File: src/enhanced_clock_page_replacer_top_macros.svh
// Assertion macros shared by the replacer sources.
`ifndef ENHANCED_CLOCK_PAGE_REPLACER_TOP_MACROS_SVH
`define ENHANCED_CLOCK_PAGE_REPLACER_TOP_MACROS_SVH

`ifndef NO_ASSERTIONS
// Checked only while out of reset.
`define ECPR_ASSERT(name, clk, rst_n, prop, msg) \
  name: assert property (@(posedge clk) disable iff (!rst_n) prop) else $error(msg);
// Checked at every edge, reset included.
`define ECPR_ASSERT_ALWAYS(name, clk, prop, msg) \
  name: assert property (@(posedge clk) prop) else $error(msg);
`else
`define ECPR_ASSERT(name, clk, rst_n, prop, msg)
`define ECPR_ASSERT_ALWAYS(name, clk, prop, msg)
`endif

`endif

File: src/ecpr_pkg.sv
package ecpr_pkg;

  localparam int FRAME_W      = 6;
  localparam int PID_W        = 16;
  localparam int PAGE_W       = 16;
  localparam int NUM_FRAMES_D = 64;

  // frame, owner_pid, page_number, is_write: 39 bits, padded to 40.
  localparam int IN_TDATA_W   = 40;
  // victim_frame, victim_pid, victim_page, victim_dirty: 39 bits, padded to 40.
  localparam int OUT_TDATA_W  = 40;

  typedef enum logic {
    OP_ACCESS  = 1'b0,
    OP_REPLACE = 1'b1
  } op_e;

  // Requests from the top level to the clock unit.
  typedef struct packed {
    logic acc_valid;
    logic acc_write;
    logic start;
  } ecpr_ctl_t;

  // Status from the clock unit back to the top level.
  typedef struct packed {
    logic done;
    logic dirty;
  } ecpr_stat_t;

endpackage

File: src/ecpr_clock.sv
module ecpr_clock #(
  parameter int NUM_FRAMES = ecpr_pkg::NUM_FRAMES_D,
  parameter int FrameW     = $clog2(NUM_FRAMES)
) (
  input  logic                   clk_i,
  input  logic                   rst_ni,
  input  ecpr_pkg::ecpr_ctl_t    ctl_i,
  input  logic [FrameW-1:0]      acc_frame_i,
  output ecpr_pkg::ecpr_stat_t   stat_o,
  output logic [FrameW-1:0]      victim_o
);
  import ecpr_pkg::*;

  localparam logic [FrameW-1:0] LastIdx = FrameW'(NUM_FRAMES - 1);

  logic [NUM_FRAMES-1:0] use_q, use_d;
  logic [NUM_FRAMES-1:0] dirty_q, dirty_d;
  logic [FrameW-1:0]     hand_q, hand_d;
  logic [FrameW-1:0]     ptr_q, ptr_d;
  logic [FrameW-1:0]     victim_q, victim_d;
  logic [FrameW-1:0]     ptr_nxt;
  logic                  pass_q, pass_d;
  logic                  busy_q, busy_d;
  logic                  done_q, done_d;
  logic                  vdirty_q, vdirty_d;
  logic                  hit;

  assign ptr_nxt = (ptr_q == LastIdx) ? '0 : ptr_q + 1'b1;
  // Pass zero wants a clean unused frame, pass one a dirty unused frame.
  assign hit     = !use_q[ptr_q] && (dirty_q[ptr_q] == pass_q);

  always_comb begin
    use_d    = use_q;
    dirty_d  = dirty_q;
    hand_d   = hand_q;
    ptr_d    = ptr_q;
    pass_d   = pass_q;
    busy_d   = busy_q;
    victim_d = victim_q;
    vdirty_d = vdirty_q;
    done_d   = 1'b0;
    if (ctl_i.acc_valid) begin
      use_d[acc_frame_i] = 1'b1;
      if (ctl_i.acc_write) begin
        dirty_d[acc_frame_i] = 1'b1;
      end
    end
    if (ctl_i.start) begin
      busy_d = 1'b1;
      ptr_d  = hand_q;
      pass_d = 1'b0;
    end
    if (busy_q) begin
      if (hit) begin
        busy_d         = 1'b0;
        done_d         = 1'b1;
        victim_d       = ptr_q;
        vdirty_d       = dirty_q[ptr_q];
        use_d[ptr_q]   = 1'b0;
        dirty_d[ptr_q] = 1'b0;
        hand_d         = ptr_nxt;
      end else begin
        if (pass_q) begin
          use_d[ptr_q] = 1'b0;
        end
        ptr_d = ptr_nxt;
        // A full turn brings the pointer back to the hand; switch passes there.
        if (ptr_nxt == hand_q) begin
          pass_d = ~pass_q;
        end
      end
    end
  end

  always_ff @(posedge clk_i or negedge rst_ni) begin
    if (!rst_ni) begin
      use_q   <= '0;
      dirty_q <= '0;
      hand_q  <= '0;
      ptr_q   <= '0;
      pass_q  <= 1'b0;
      busy_q  <= 1'b0;
      done_q  <= 1'b0;
    end else begin
      use_q   <= use_d;
      dirty_q <= dirty_d;
      hand_q  <= hand_d;
      ptr_q   <= ptr_d;
      pass_q  <= pass_d;
      busy_q  <= busy_d;
      done_q  <= done_d;
    end
  end

  always_ff @(posedge clk_i) begin
    victim_q <= victim_d;
    vdirty_q <= vdirty_d;
  end

  assign stat_o.done  = done_q;
  assign stat_o.dirty = vdirty_q;
  assign victim_o     = victim_q;

endmodule

File: src/enhanced_clock_page_replacer_top.sv
// Channel   Dir  Signals                              Beat carries
// s_axis    in   tvalid, tready, tdata[39:0], tuser   one access or replace request
// m_axis    out  tvalid, tready, tdata[39:0]          one victim per replace request
//
// A replace scans the frames in clock order:
// the clock unit tests one frame per cycle, and a scan sees at most three empty passes.
// Reset clears every use and dirty bit and puts the hand on frame 0, with no
// clearing pass; owner and page of a frame hold nothing until it is accessed.
// The result sits in an output register, so accesses go on while it waits;
// a further replace finishes its scan and then waits for that register.
`include "enhanced_clock_page_replacer_top_macros.svh"

module enhanced_clock_page_replacer_top #(
  parameter int NUM_FRAMES = ecpr_pkg::NUM_FRAMES_D
) (
  input  logic                               clk_i,
  input  logic                               rst_ni,
  input  logic                               s_axis_tvalid,
  output logic                               s_axis_tready,
  // frame[5:0], owner_pid[21:6], page_number[37:22], is_write[38], zero[39]
  input  logic [ecpr_pkg::IN_TDATA_W-1:0]    s_axis_tdata,
  // op[0]
  input  logic                               s_axis_tuser,
  output logic                               m_axis_tvalid,
  input  logic                               m_axis_tready,
  // victim_frame[5:0], victim_pid[21:6], victim_page[37:22], victim_dirty[38], zero[39]
  output logic [ecpr_pkg::OUT_TDATA_W-1:0]   m_axis_tdata
);
  import ecpr_pkg::*;

  localparam int FrameW = $clog2(NUM_FRAMES);
  localparam int EntryW = PID_W + PAGE_W;

  typedef enum logic [2:0] {
    ST_IDLE = 3'b001,
    ST_SCAN = 3'b010,
    ST_LOAD = 3'b100
  } state_e;

  state_e                 state_q, state_d;
  ecpr_ctl_t              ctl;
  ecpr_stat_t             stat;
  logic [FrameW-1:0]      victim;
  logic [FrameW-1:0]      acc_idx;
  logic [FRAME_W-1:0]     in_frame;
  logic [PID_W-1:0]       in_pid;
  logic [PAGE_W-1:0]      in_page;
  logic                   in_write;
  logic                   in_beat;
  logic                   in_range;
  logic                   out_free;
  logic [EntryW-1:0]      frame_mem [NUM_FRAMES];
  logic [EntryW-1:0]      rd_q;
  logic [FrameW-1:0]      res_frame_q;
  logic                   res_dirty_q;
  logic                   m_tvalid_q, m_tvalid_d;
  logic [OUT_TDATA_W-1:0] m_tdata_q;

  assign in_frame = s_axis_tdata[FRAME_W-1:0];
  assign in_pid   = s_axis_tdata[FRAME_W +: PID_W];
  assign in_page  = s_axis_tdata[FRAME_W+PID_W +: PAGE_W];
  assign in_write = s_axis_tdata[FRAME_W+PID_W+PAGE_W];
  assign in_beat  = s_axis_tvalid && s_axis_tready;
  assign in_range = 32'(in_frame) < 32'(NUM_FRAMES);
  assign acc_idx  = FrameW'(in_frame);
  assign out_free = !m_tvalid_q || m_axis_tready;

  assign s_axis_tready = (state_q == ST_IDLE);

  // Accesses to frames beyond the table are dropped without effect.
  assign ctl.acc_valid = in_beat && (s_axis_tuser == OP_ACCESS) && in_range;
  assign ctl.acc_write = in_write;
  assign ctl.start     = in_beat && (s_axis_tuser == OP_REPLACE);

  ecpr_clock #(
    .NUM_FRAMES (NUM_FRAMES),
    .FrameW     (FrameW)
  ) u_clock (
    .clk_i       (clk_i),
    .rst_ni      (rst_ni),
    .ctl_i       (ctl),
    .acc_frame_i (acc_idx),
    .stat_o      (stat),
    .victim_o    (victim)
  );

  always_comb begin
    state_d    = state_q;
    m_tvalid_d = m_tvalid_q;
    if (m_axis_tready) begin
      m_tvalid_d = 1'b0;
    end
    case (state_q)
      ST_IDLE: begin
        if (ctl.start) begin
          state_d = ST_SCAN;
        end
      end
      ST_SCAN: begin
        if (stat.done) begin
          state_d = ST_LOAD;
        end
      end
      ST_LOAD: begin
        if (out_free) begin
          m_tvalid_d = 1'b1;
          state_d    = ST_IDLE;
        end
      end
      default: begin
        state_d = ST_IDLE;
      end
    endcase
  end

  always_ff @(posedge clk_i or negedge rst_ni) begin
    if (!rst_ni) begin
      state_q    <= ST_IDLE;
      m_tvalid_q <= 1'b0;
    end else begin
      state_q    <= state_d;
      m_tvalid_q <= m_tvalid_d;
    end
  end

  always_ff @(posedge clk_i) begin
    if (ctl.acc_valid) begin
      frame_mem[acc_idx] <= {in_page, in_pid};
    end
  end

  // The victim index is stable from the done pulse until the next replace.
  always_ff @(posedge clk_i) begin
    if ((state_q == ST_SCAN) && stat.done) begin
      rd_q        <= frame_mem[victim];
      res_frame_q <= victim;
      res_dirty_q <= stat.dirty;
    end
  end

  always_ff @(posedge clk_i) begin
    if ((state_q == ST_LOAD) && out_free) begin
      m_tdata_q <= {1'b0, res_dirty_q, rd_q, FRAME_W'(res_frame_q)};
    end
  end

  assign m_axis_tvalid = m_tvalid_q;
  assign m_axis_tdata  = m_tdata_q;

  `ECPR_ASSERT(a_done_in_scan, clk_i, rst_ni, stat.done |-> (state_q == ST_SCAN), "victim reported outside a scan")
  `ECPR_ASSERT(a_victim_range, clk_i, rst_ni, stat.done |-> (32'(victim) < 32'(NUM_FRAMES)), "victim index beyond the frame table")
  `ECPR_ASSERT(a_out_from_load, clk_i, rst_ni, $rose(m_axis_tvalid) |-> $past(state_q == ST_LOAD), "result raised without a finished scan")
  `ECPR_ASSERT_ALWAYS(a_no_start_busy, clk_i, ctl.start |-> (state_q == ST_IDLE), "replace started while busy")

endmodule

File: config.mk
export PLATFORM = sky130hd
export DESIGN_NAME = enhanced_clock_page_replacer_top
export DESIGN_NICKNAME = d
export VERILOG_FILES = /design/src/ecpr_pkg.sv /design/src/ecpr_clock.sv /design/src/enhanced_clock_page_replacer_top.sv
export VERILOG_INCLUDE_DIRS = /design/src /design/src/src
export SDC_FILE = /design/constraint.sdc
export NUM_CORES = 2
export LEC_CHECK = 0
export ABC_AREA = 0
export BUFFER_PORTS_ARGS = -buffer_cell sky130_fd_sc_hd__buf_2
export CAP_MARGIN = 20
export CORE_MARGIN = 1
export CORE_UTILIZATION = 45
export DETAILED_ROUTE_END_ITERATION = 8
export PLACE_DENSITY = 0.61
export SLEW_MARGIN = 20
export SYNTH_ARGS = -nofsm -noshare
export SYNTH_HDL_FRONTEND = slang
export SYNTH_HIERARCHICAL = 1
export SYNTH_SLANG_ARGS = --single-unit
File: constraint.sdc
create_clock -name clk_i -period 5.5 [get_ports clk_i]
set_input_delay 0.55 -clock clk_i [delete_from_list [all_inputs] [get_ports clk_i]]
set_output_delay 0.55 -clock clk_i [all_outputs]
set_load 0.005 [all_outputs]
* After elaboration in Yosys (flattened, before gate mapping)
Memory sizes are Yosys's and may differ from the RTL's. A register that Yosys moved wholly into a read port is not among the register bits. Cells that the tools add are included.
Operators by class: $add $sub $neg 1, order comparisons 4, equal/unequal tests 9, muxes and demuxes 38, bitwise gates (word level) 7, reductions and logical operators 13
Operator list (number):
- two-way mux 64 bit | 8
- AND 64 bit | 2
- OR 64 bit | 2
- inverter 64 bit | 1
- two-way mux 6 bit | 4
- two-way mux 1 bit | 18
- less-than comparator 6 x 7 -> 1 bit (second input constant) | 2
- binary-select mux 1 bit (select 6 bit) | 2
- demux 1 bit (select 6 bit) | 2
- >= comparator 6 x 1 -> 1 bit (second input constant) | 2
- two-way mux 3 bit | 3
- one-hot mux 3 bit (3 select lines) | 1
- logical AND 1 bit | 8
- adder 6 x 1 -> 6 bit (second input constant) | 1
- == test 6 bit | 1
- == test 6 bit (second input constant) | 1
- inequality test 2 x 1 -> 1 bit (second input constant) | 2
- == test 3 x 1 -> 1 bit (second input constant) | 1
- == test 3 x 2 -> 1 bit (second input constant) | 1
- == test 3 bit (second input constant) | 1
- AND reduction 3 bit | 1
- logical NOT 1 bit | 2
- inequality test 2 bit (second input constant) | 1
- inverter 1 bit | 2
- 3 further kinds | 3
Word-level totals: register bits 200, memory bits (writable) 2048, input port bits 45, output and inout bits 42, word-level logic and storage cells 87, memories kept 1
Memories:
- frame_mem | depth 64, width 32, read ports 1, clocked after Yosys merged registers in 1, wr ports 1, RTL line enhanced_clock_page_replacer_top.sv:52 | logic [EntryW-1:0] frame_mem [NUM_FRAMES];

* Logic depth before layout (Yosys ltp)
word-level depth 10, mapped depth 12

* By module
The synthesis kept the hierarchy.
Modules (own cells, without submodules):
- enhanced_clock_page_replacer_top | times used 1, cells each 3512, area an instance 80991.4 µm²
- ecpr_clock | times used 1, cells each 725, area an instance 7413.4 µm²

* Worst setup path before layout
No wires, ideal clock.
path type register -> register, start point register state_q[2], end point register rd_q[0], read port of frame_mem (enable), setup time 0.492 ns, arrival time 3.429 ns, data required time 5.008 ns, setup slack 1.579 ns, stages on the path, launching flop included 3, period minus slack after synthesis 3.921 ns, cell sequence dfrtp_1 clkbuf_1 nor3b_1
On the way: cells in the longest elaborated chain, start to end 2
RTL lines:
- start: declaration | RTL line enhanced_clock_page_replacer_top.sv:40 | state_e state_q, state_d;
- start signal: assignment | RTL line enhanced_clock_page_replacer_top.sv:121 | state_q <= state_d;
- == test 3 x 2 -> 1 bit | RTL line enhanced_clock_page_replacer_top.sv:134 | if ((state_q == ST_SCAN) && stat.done) begin
- logical AND 1 bit | RTL line enhanced_clock_page_replacer_top.sv:134
- end: declaration | RTL line enhanced_clock_page_replacer_top.sv:53 | logic [EntryW-1:0] rd_q;
No other way between the ends. A chain may end at the register's enable or synchronous reset.

==> out/qor.log <==
INFO  status         outcome=completed
INFO  worst_setup_path worstPathMaxFanout=20
INFO  yosys          synthCells=4237
INFO  route          totalWireLength=218.0mm
INFO  worst_setup_path timing_worst_setup_path_type=reg -> reg
INFO  route          drt_iter0_drc=5041
INFO  yosys          synth.yosys.warnings=6
INFO  clock_network  numCtsBuffers=218
INFO  floorplan      initial_utilization=45.34%
INFO  yosys          yosys.area.top_type_share=72.45%
INFO  timing         finalCriticalPeriod=4.149ns
INFO  yosys          synth_flop_cell=sky130_fd_sc_hd__edfxtp_1
INFO  timing         post-route-period-util=75.43%
INFO  floorplan      die_h=445.2um
INFO  clock_network  clock_tree_root_buffer_cell=sky130_fd_sc_hd__clkbuf_16
INFO  yosys          yosys-top-cells-area=sky130_fd_sc_hd__edfxtp_1 (72%), sky130_fd_sc_hd__mux4_2 (13%), sky130_fd_sc_hd__dfrtp_1 (4.1%), sky130_fd_sc_hd__mux2i_1 (2.5%), sky130_fd_sc_hd__a21oi_1 (1.3%)
INFO  cells_and_area final_nets=4470
INFO  yosys          yosysSeqAreaShare=76.61%
INFO  worst_setup_path startpoint_type=flip-flop
INFO  route          via_total_after_detailed_routing=43490
INFO  yosys          netlist-cell-type-count=63
INFO  grt            grt_pass1_vias=43800
INFO  timing         final.setup.tns=0ns
INFO  timing         fin_hold_ws=0.07637ns
INFO  clock_network  cts_max_path_buffers=3
INFO  grt            grt_max_degree=119
INFO  clock_network  worst_skew_pair_later_pin_latency=0.84ns
INFO  clock_network  number_of_clock_sinks=2280
INFO  timing         report.final.slew_viol_count=0
INFO  cells_and_area post_route_cells_drive_above_1_share=25.20%
INFO  clock_network  ctsHtreeMaxLevel=4
INFO  route          post-route-drc-count=0
INFO  grt            number_of_antenna_violations_at_the_first_check_in_global_routing=3
INFO  yosys          ys_seq_elements=2280
INFO  placement      pre_cts_ws=1.389ns
INFO  route          detail_route.wl_per_cell=30.17um
INFO  cells_and_area antenna_cells_inserted=0
INFO  clock_network  cts_tree=yes
INFO  cells_and_area layout.cells.non_filler=7227
INFO  worst_setup_path setup.worst_path.end_class=flip-flop
INFO  floorplan      placeableCoreArea=0.1950sqmm
INFO  worst_setup_path worstPathArrival=4.61ns
INFO  route          final_antenna_net_count=0
INFO  timing         achievable_freq=241.0MHz
INFO  yosys          post_synth.cell_area_avg=20.86squm
INFO  cells_and_area layout.cell_area.non_filler=0.09962sqmm
INFO  floorplan      chipWidth=445.2um
INFO  timing         clock-skew-final=0.03468ns
INFO  placement      gp_congestion=0.8232
INFO  placement      dp.final_hpwl=121.1mm
INFO  grt            groute.usage.overall=22.07%
INFO  worst_hold_path class_of_the_worst_hold_path=in -> reg
INFO  yosys          synth-edff-count=2133
INFO  power_and_ir_drop pwr_density_cell=462.2mW/mm^2
INFO  route          drt_pre_antenna_iters=6
INFO  route          post_drt_via_cell_ratio=6.018
INFO  yosys          async_reset_ff_share=6.447%
INFO  floorplan      fp.dieArea=0.1982sqmm
INFO  timing         relSlewSlack=19.70%
INFO  placement      buffer_ports.inserted=84
INFO  power_and_ir_drop power_total=46.05mW
INFO  placement      numPlacedInstances=6826
INFO  yosys          cell_type_contributing_the_most_total_cell_area_after_synthesis=sky130_fd_sc_hd__edfxtp_1
INFO  grt            grt_overflow_total=0
INFO  power_and_ir_drop power_leakage=32.10nW
INFO  power_and_ir_drop ir_worst_vdd=353.8uV
INFO  timing         grt_setup_unrepaired=no
INFO  clock_network  clkTransAtPathRegs=0.06ns
INFO  yosys          synthesis.nets=4283
INFO  placement      detailed_place.area=0.09257sqmm
INFO  timing         timing.final.hold_violations=0
INFO  timing         final-setup-viol-count=0
INFO  yosys          synth.cell_area=0.08840sqmm
INFO  floorplan      boundaryPins=87
INFO  cells_and_area area.growth.synth_to_final=12.69%
INFO  floorplan      placement_rows=162
INFO  job            max-cap-violations=0
INFO  worst_setup_path required_time_of_the_worst_setup_path=5.97ns
INFO  timing         setup_slack=1.351ns
INFO  grt            grt_pass1_wl=314.9mm
INFO  cells_and_area finalCoreUtilization=51.09%
INFO  timing         worstMarginPinSlew=1.203ns
## cell families after synthesis
| logic type | Yosys count | share of synthesized area (%) |
|---|---|---|
| other | 1 | 0.004242 |
| xor gates and xnor gates | 8 | 0.07926 |
| and+or+nand+nor | 314 | 1.797 |
| buffers and inverters | 285 | 1.677 |
| muxes | 749 | 15.54 |
| adders and majority gates | 1 | 0.01415 |
| AOI/OAI and AO/OA | 599 | 4.273 |
| DFF | 2280 | 76.61 |
## cell type report
cell class              instances  area (sq um)
clock buffers                 287          5921
clock inverters               112          1041
fillers                     15500         95370
inverters                      17         63.81
multi-input cells            1672         19760
flip-flops and latches       2280         67730
well taps                    2624          3283
repair buffers                235          1826
## final timing paths
kind / slack, ns / to / startpoint / cells after the start
worst max-delay path: 1.35 / frame_mem[4][14]$_DFFE_PP_ / state_q[0]$_DFFE_PN1P_ / 6
worst min-delay path: 0.08 / m_axis_tvalid$_DFF_PN0_ / m_axis_tready / 3
worst max register to register: 1.35 / frame_mem[4][14]$_DFFE_PP_ / state_q[0]$_DFFE_PN1P_ / 6
worst min register to register: 0.42 / m_axis_tdata[22]$_DFFE_PP_ / rd_q[16]$_DFFE_PP_ / 0
max in group asynchronous: 3.84 / u_clock/use_q[3]$_DFF_PN0_ / rst_ni / 3
min in group asynchronous: 0.34 / u_clock/dirty_q[33]$_DFF_PN0_ / rst_ni / 2
## timing repair
item / 4_1_cts / 5_1_grt
hold buffers: 2 / 0
buffers inserted: 0 / 0
resized for setup: 0 / 0
endpoints found under the hold margin: 82 / 0
## critical path, stage by stage (launching register included)
cell and delay [ns]:
sky130_fd_sc_hd__dfstp_2 0.55, sky130_fd_sc_hd__nor4bb_1 0.38, sky130_fd_sc_hd__nor2b_1 0.58, sky130_fd_sc_hd__nor2b_1 0.33, sky130_fd_sc_hd__nand2_1 0.57, sky130_fd_sc_hd__nor2_4 0.74
sky130_fd_sc_hd__buf_4 0.58
## cells in the mapped netlist, types with 7 or more instances
master / n
sky130_fd_sc_hd__o221ai_1: 33
sky130_fd_sc_hd__buf_4: 41
sky130_fd_sc_hd__o211ai_1: 23
sky130_fd_sc_hd__nand3_1: 26
sky130_fd_sc_hd__o22ai_1: 14
sky130_fd_sc_hd__buf_1: 30
sky130_fd_sc_hd__a31oi_1: 95
sky130_fd_sc_hd__nor2_1: 104
sky130_fd_sc_hd__and2_1: 9
sky130_fd_sc_hd__clkbuf_1: 100
sky130_fd_sc_hd__buf_6: 22
sky130_fd_sc_hd__mux4_2: 496
sky130_fd_sc_hd__a21oi_1: 235
sky130_fd_sc_hd__o21ai_0: 32
sky130_fd_sc_hd__a22oi_1: 110
sky130_fd_sc_hd__or3_1: 16
sky130_fd_sc_hd__nand3b_1: 7
sky130_fd_sc_hd__mux2_2: 27
sky130_fd_sc_hd__o21ai_1: 9
sky130_fd_sc_hd__edfxtp_1: 2133
sky130_fd_sc_hd__nor2b_1: 20
sky130_fd_sc_hd__and3_1: 11
sky130_fd_sc_hd__nor3_1: 11
sky130_fd_sc_hd__nand2_1: 52
sky130_fd_sc_hd__buf_2: 75
sky130_fd_sc_hd__nor3b_1: 11
sky130_fd_sc_hd__inv_1: 16
sky130_fd_sc_hd__nand2b_1: 16
sky130_fd_sc_hd__dfrtp_1: 146
sky130_fd_sc_hd__mux2i_1: 225
## state kept, by name, summed over array words and instances (netlist names), 3 cells and up
register	flops
frame_mem	2048
m_axis_tdata	39
rd_q	32
res_frame_q	6
state_q	3
u_clock/dirty_q	64
u_clock/hand_q	6
u_clock/ptr_q	6
u_clock/use_q	64
u_clock/victim_o	6
## layer usage
metal  GRT usage, %  part of all wire (%)  up-vias
met2          35.54                    49     1572
met1          31.90                    43    23540
met5              0                0.0060        -
met4          5.400                   2.1        2
met3          3.204                   6.3      280
li1               -                     -    18100
## cell usage in the layout, fill, tap and decap left out, drive strengths merged, types with 16 or more instances in the layout
master / count
a31oi: 95
or3: 16
nor2: 104
clkbuf: 287
bufinv: 16
o211ai: 23
nand3: 26
o21ai: 42
dfrtp: 146
inv: 23
a22oi: 110
nand2b: 16
mux2: 28
mux4: 496
clkinv: 89
o221ai: 33
mux2i: 225
edfxtp: 2133
buf: 233
a21oi: 236
nand2: 54
nor2b: 20
## power breakdown
part,internal (mW),switching [mW],leakage (nW)
logic,4.82,6.79,7.53
registers,19.3,0.415,21.1
clock network,8.30,6.37,3.42
total,32.5,13.6,32.1
(Power assumes the default switching activity.)
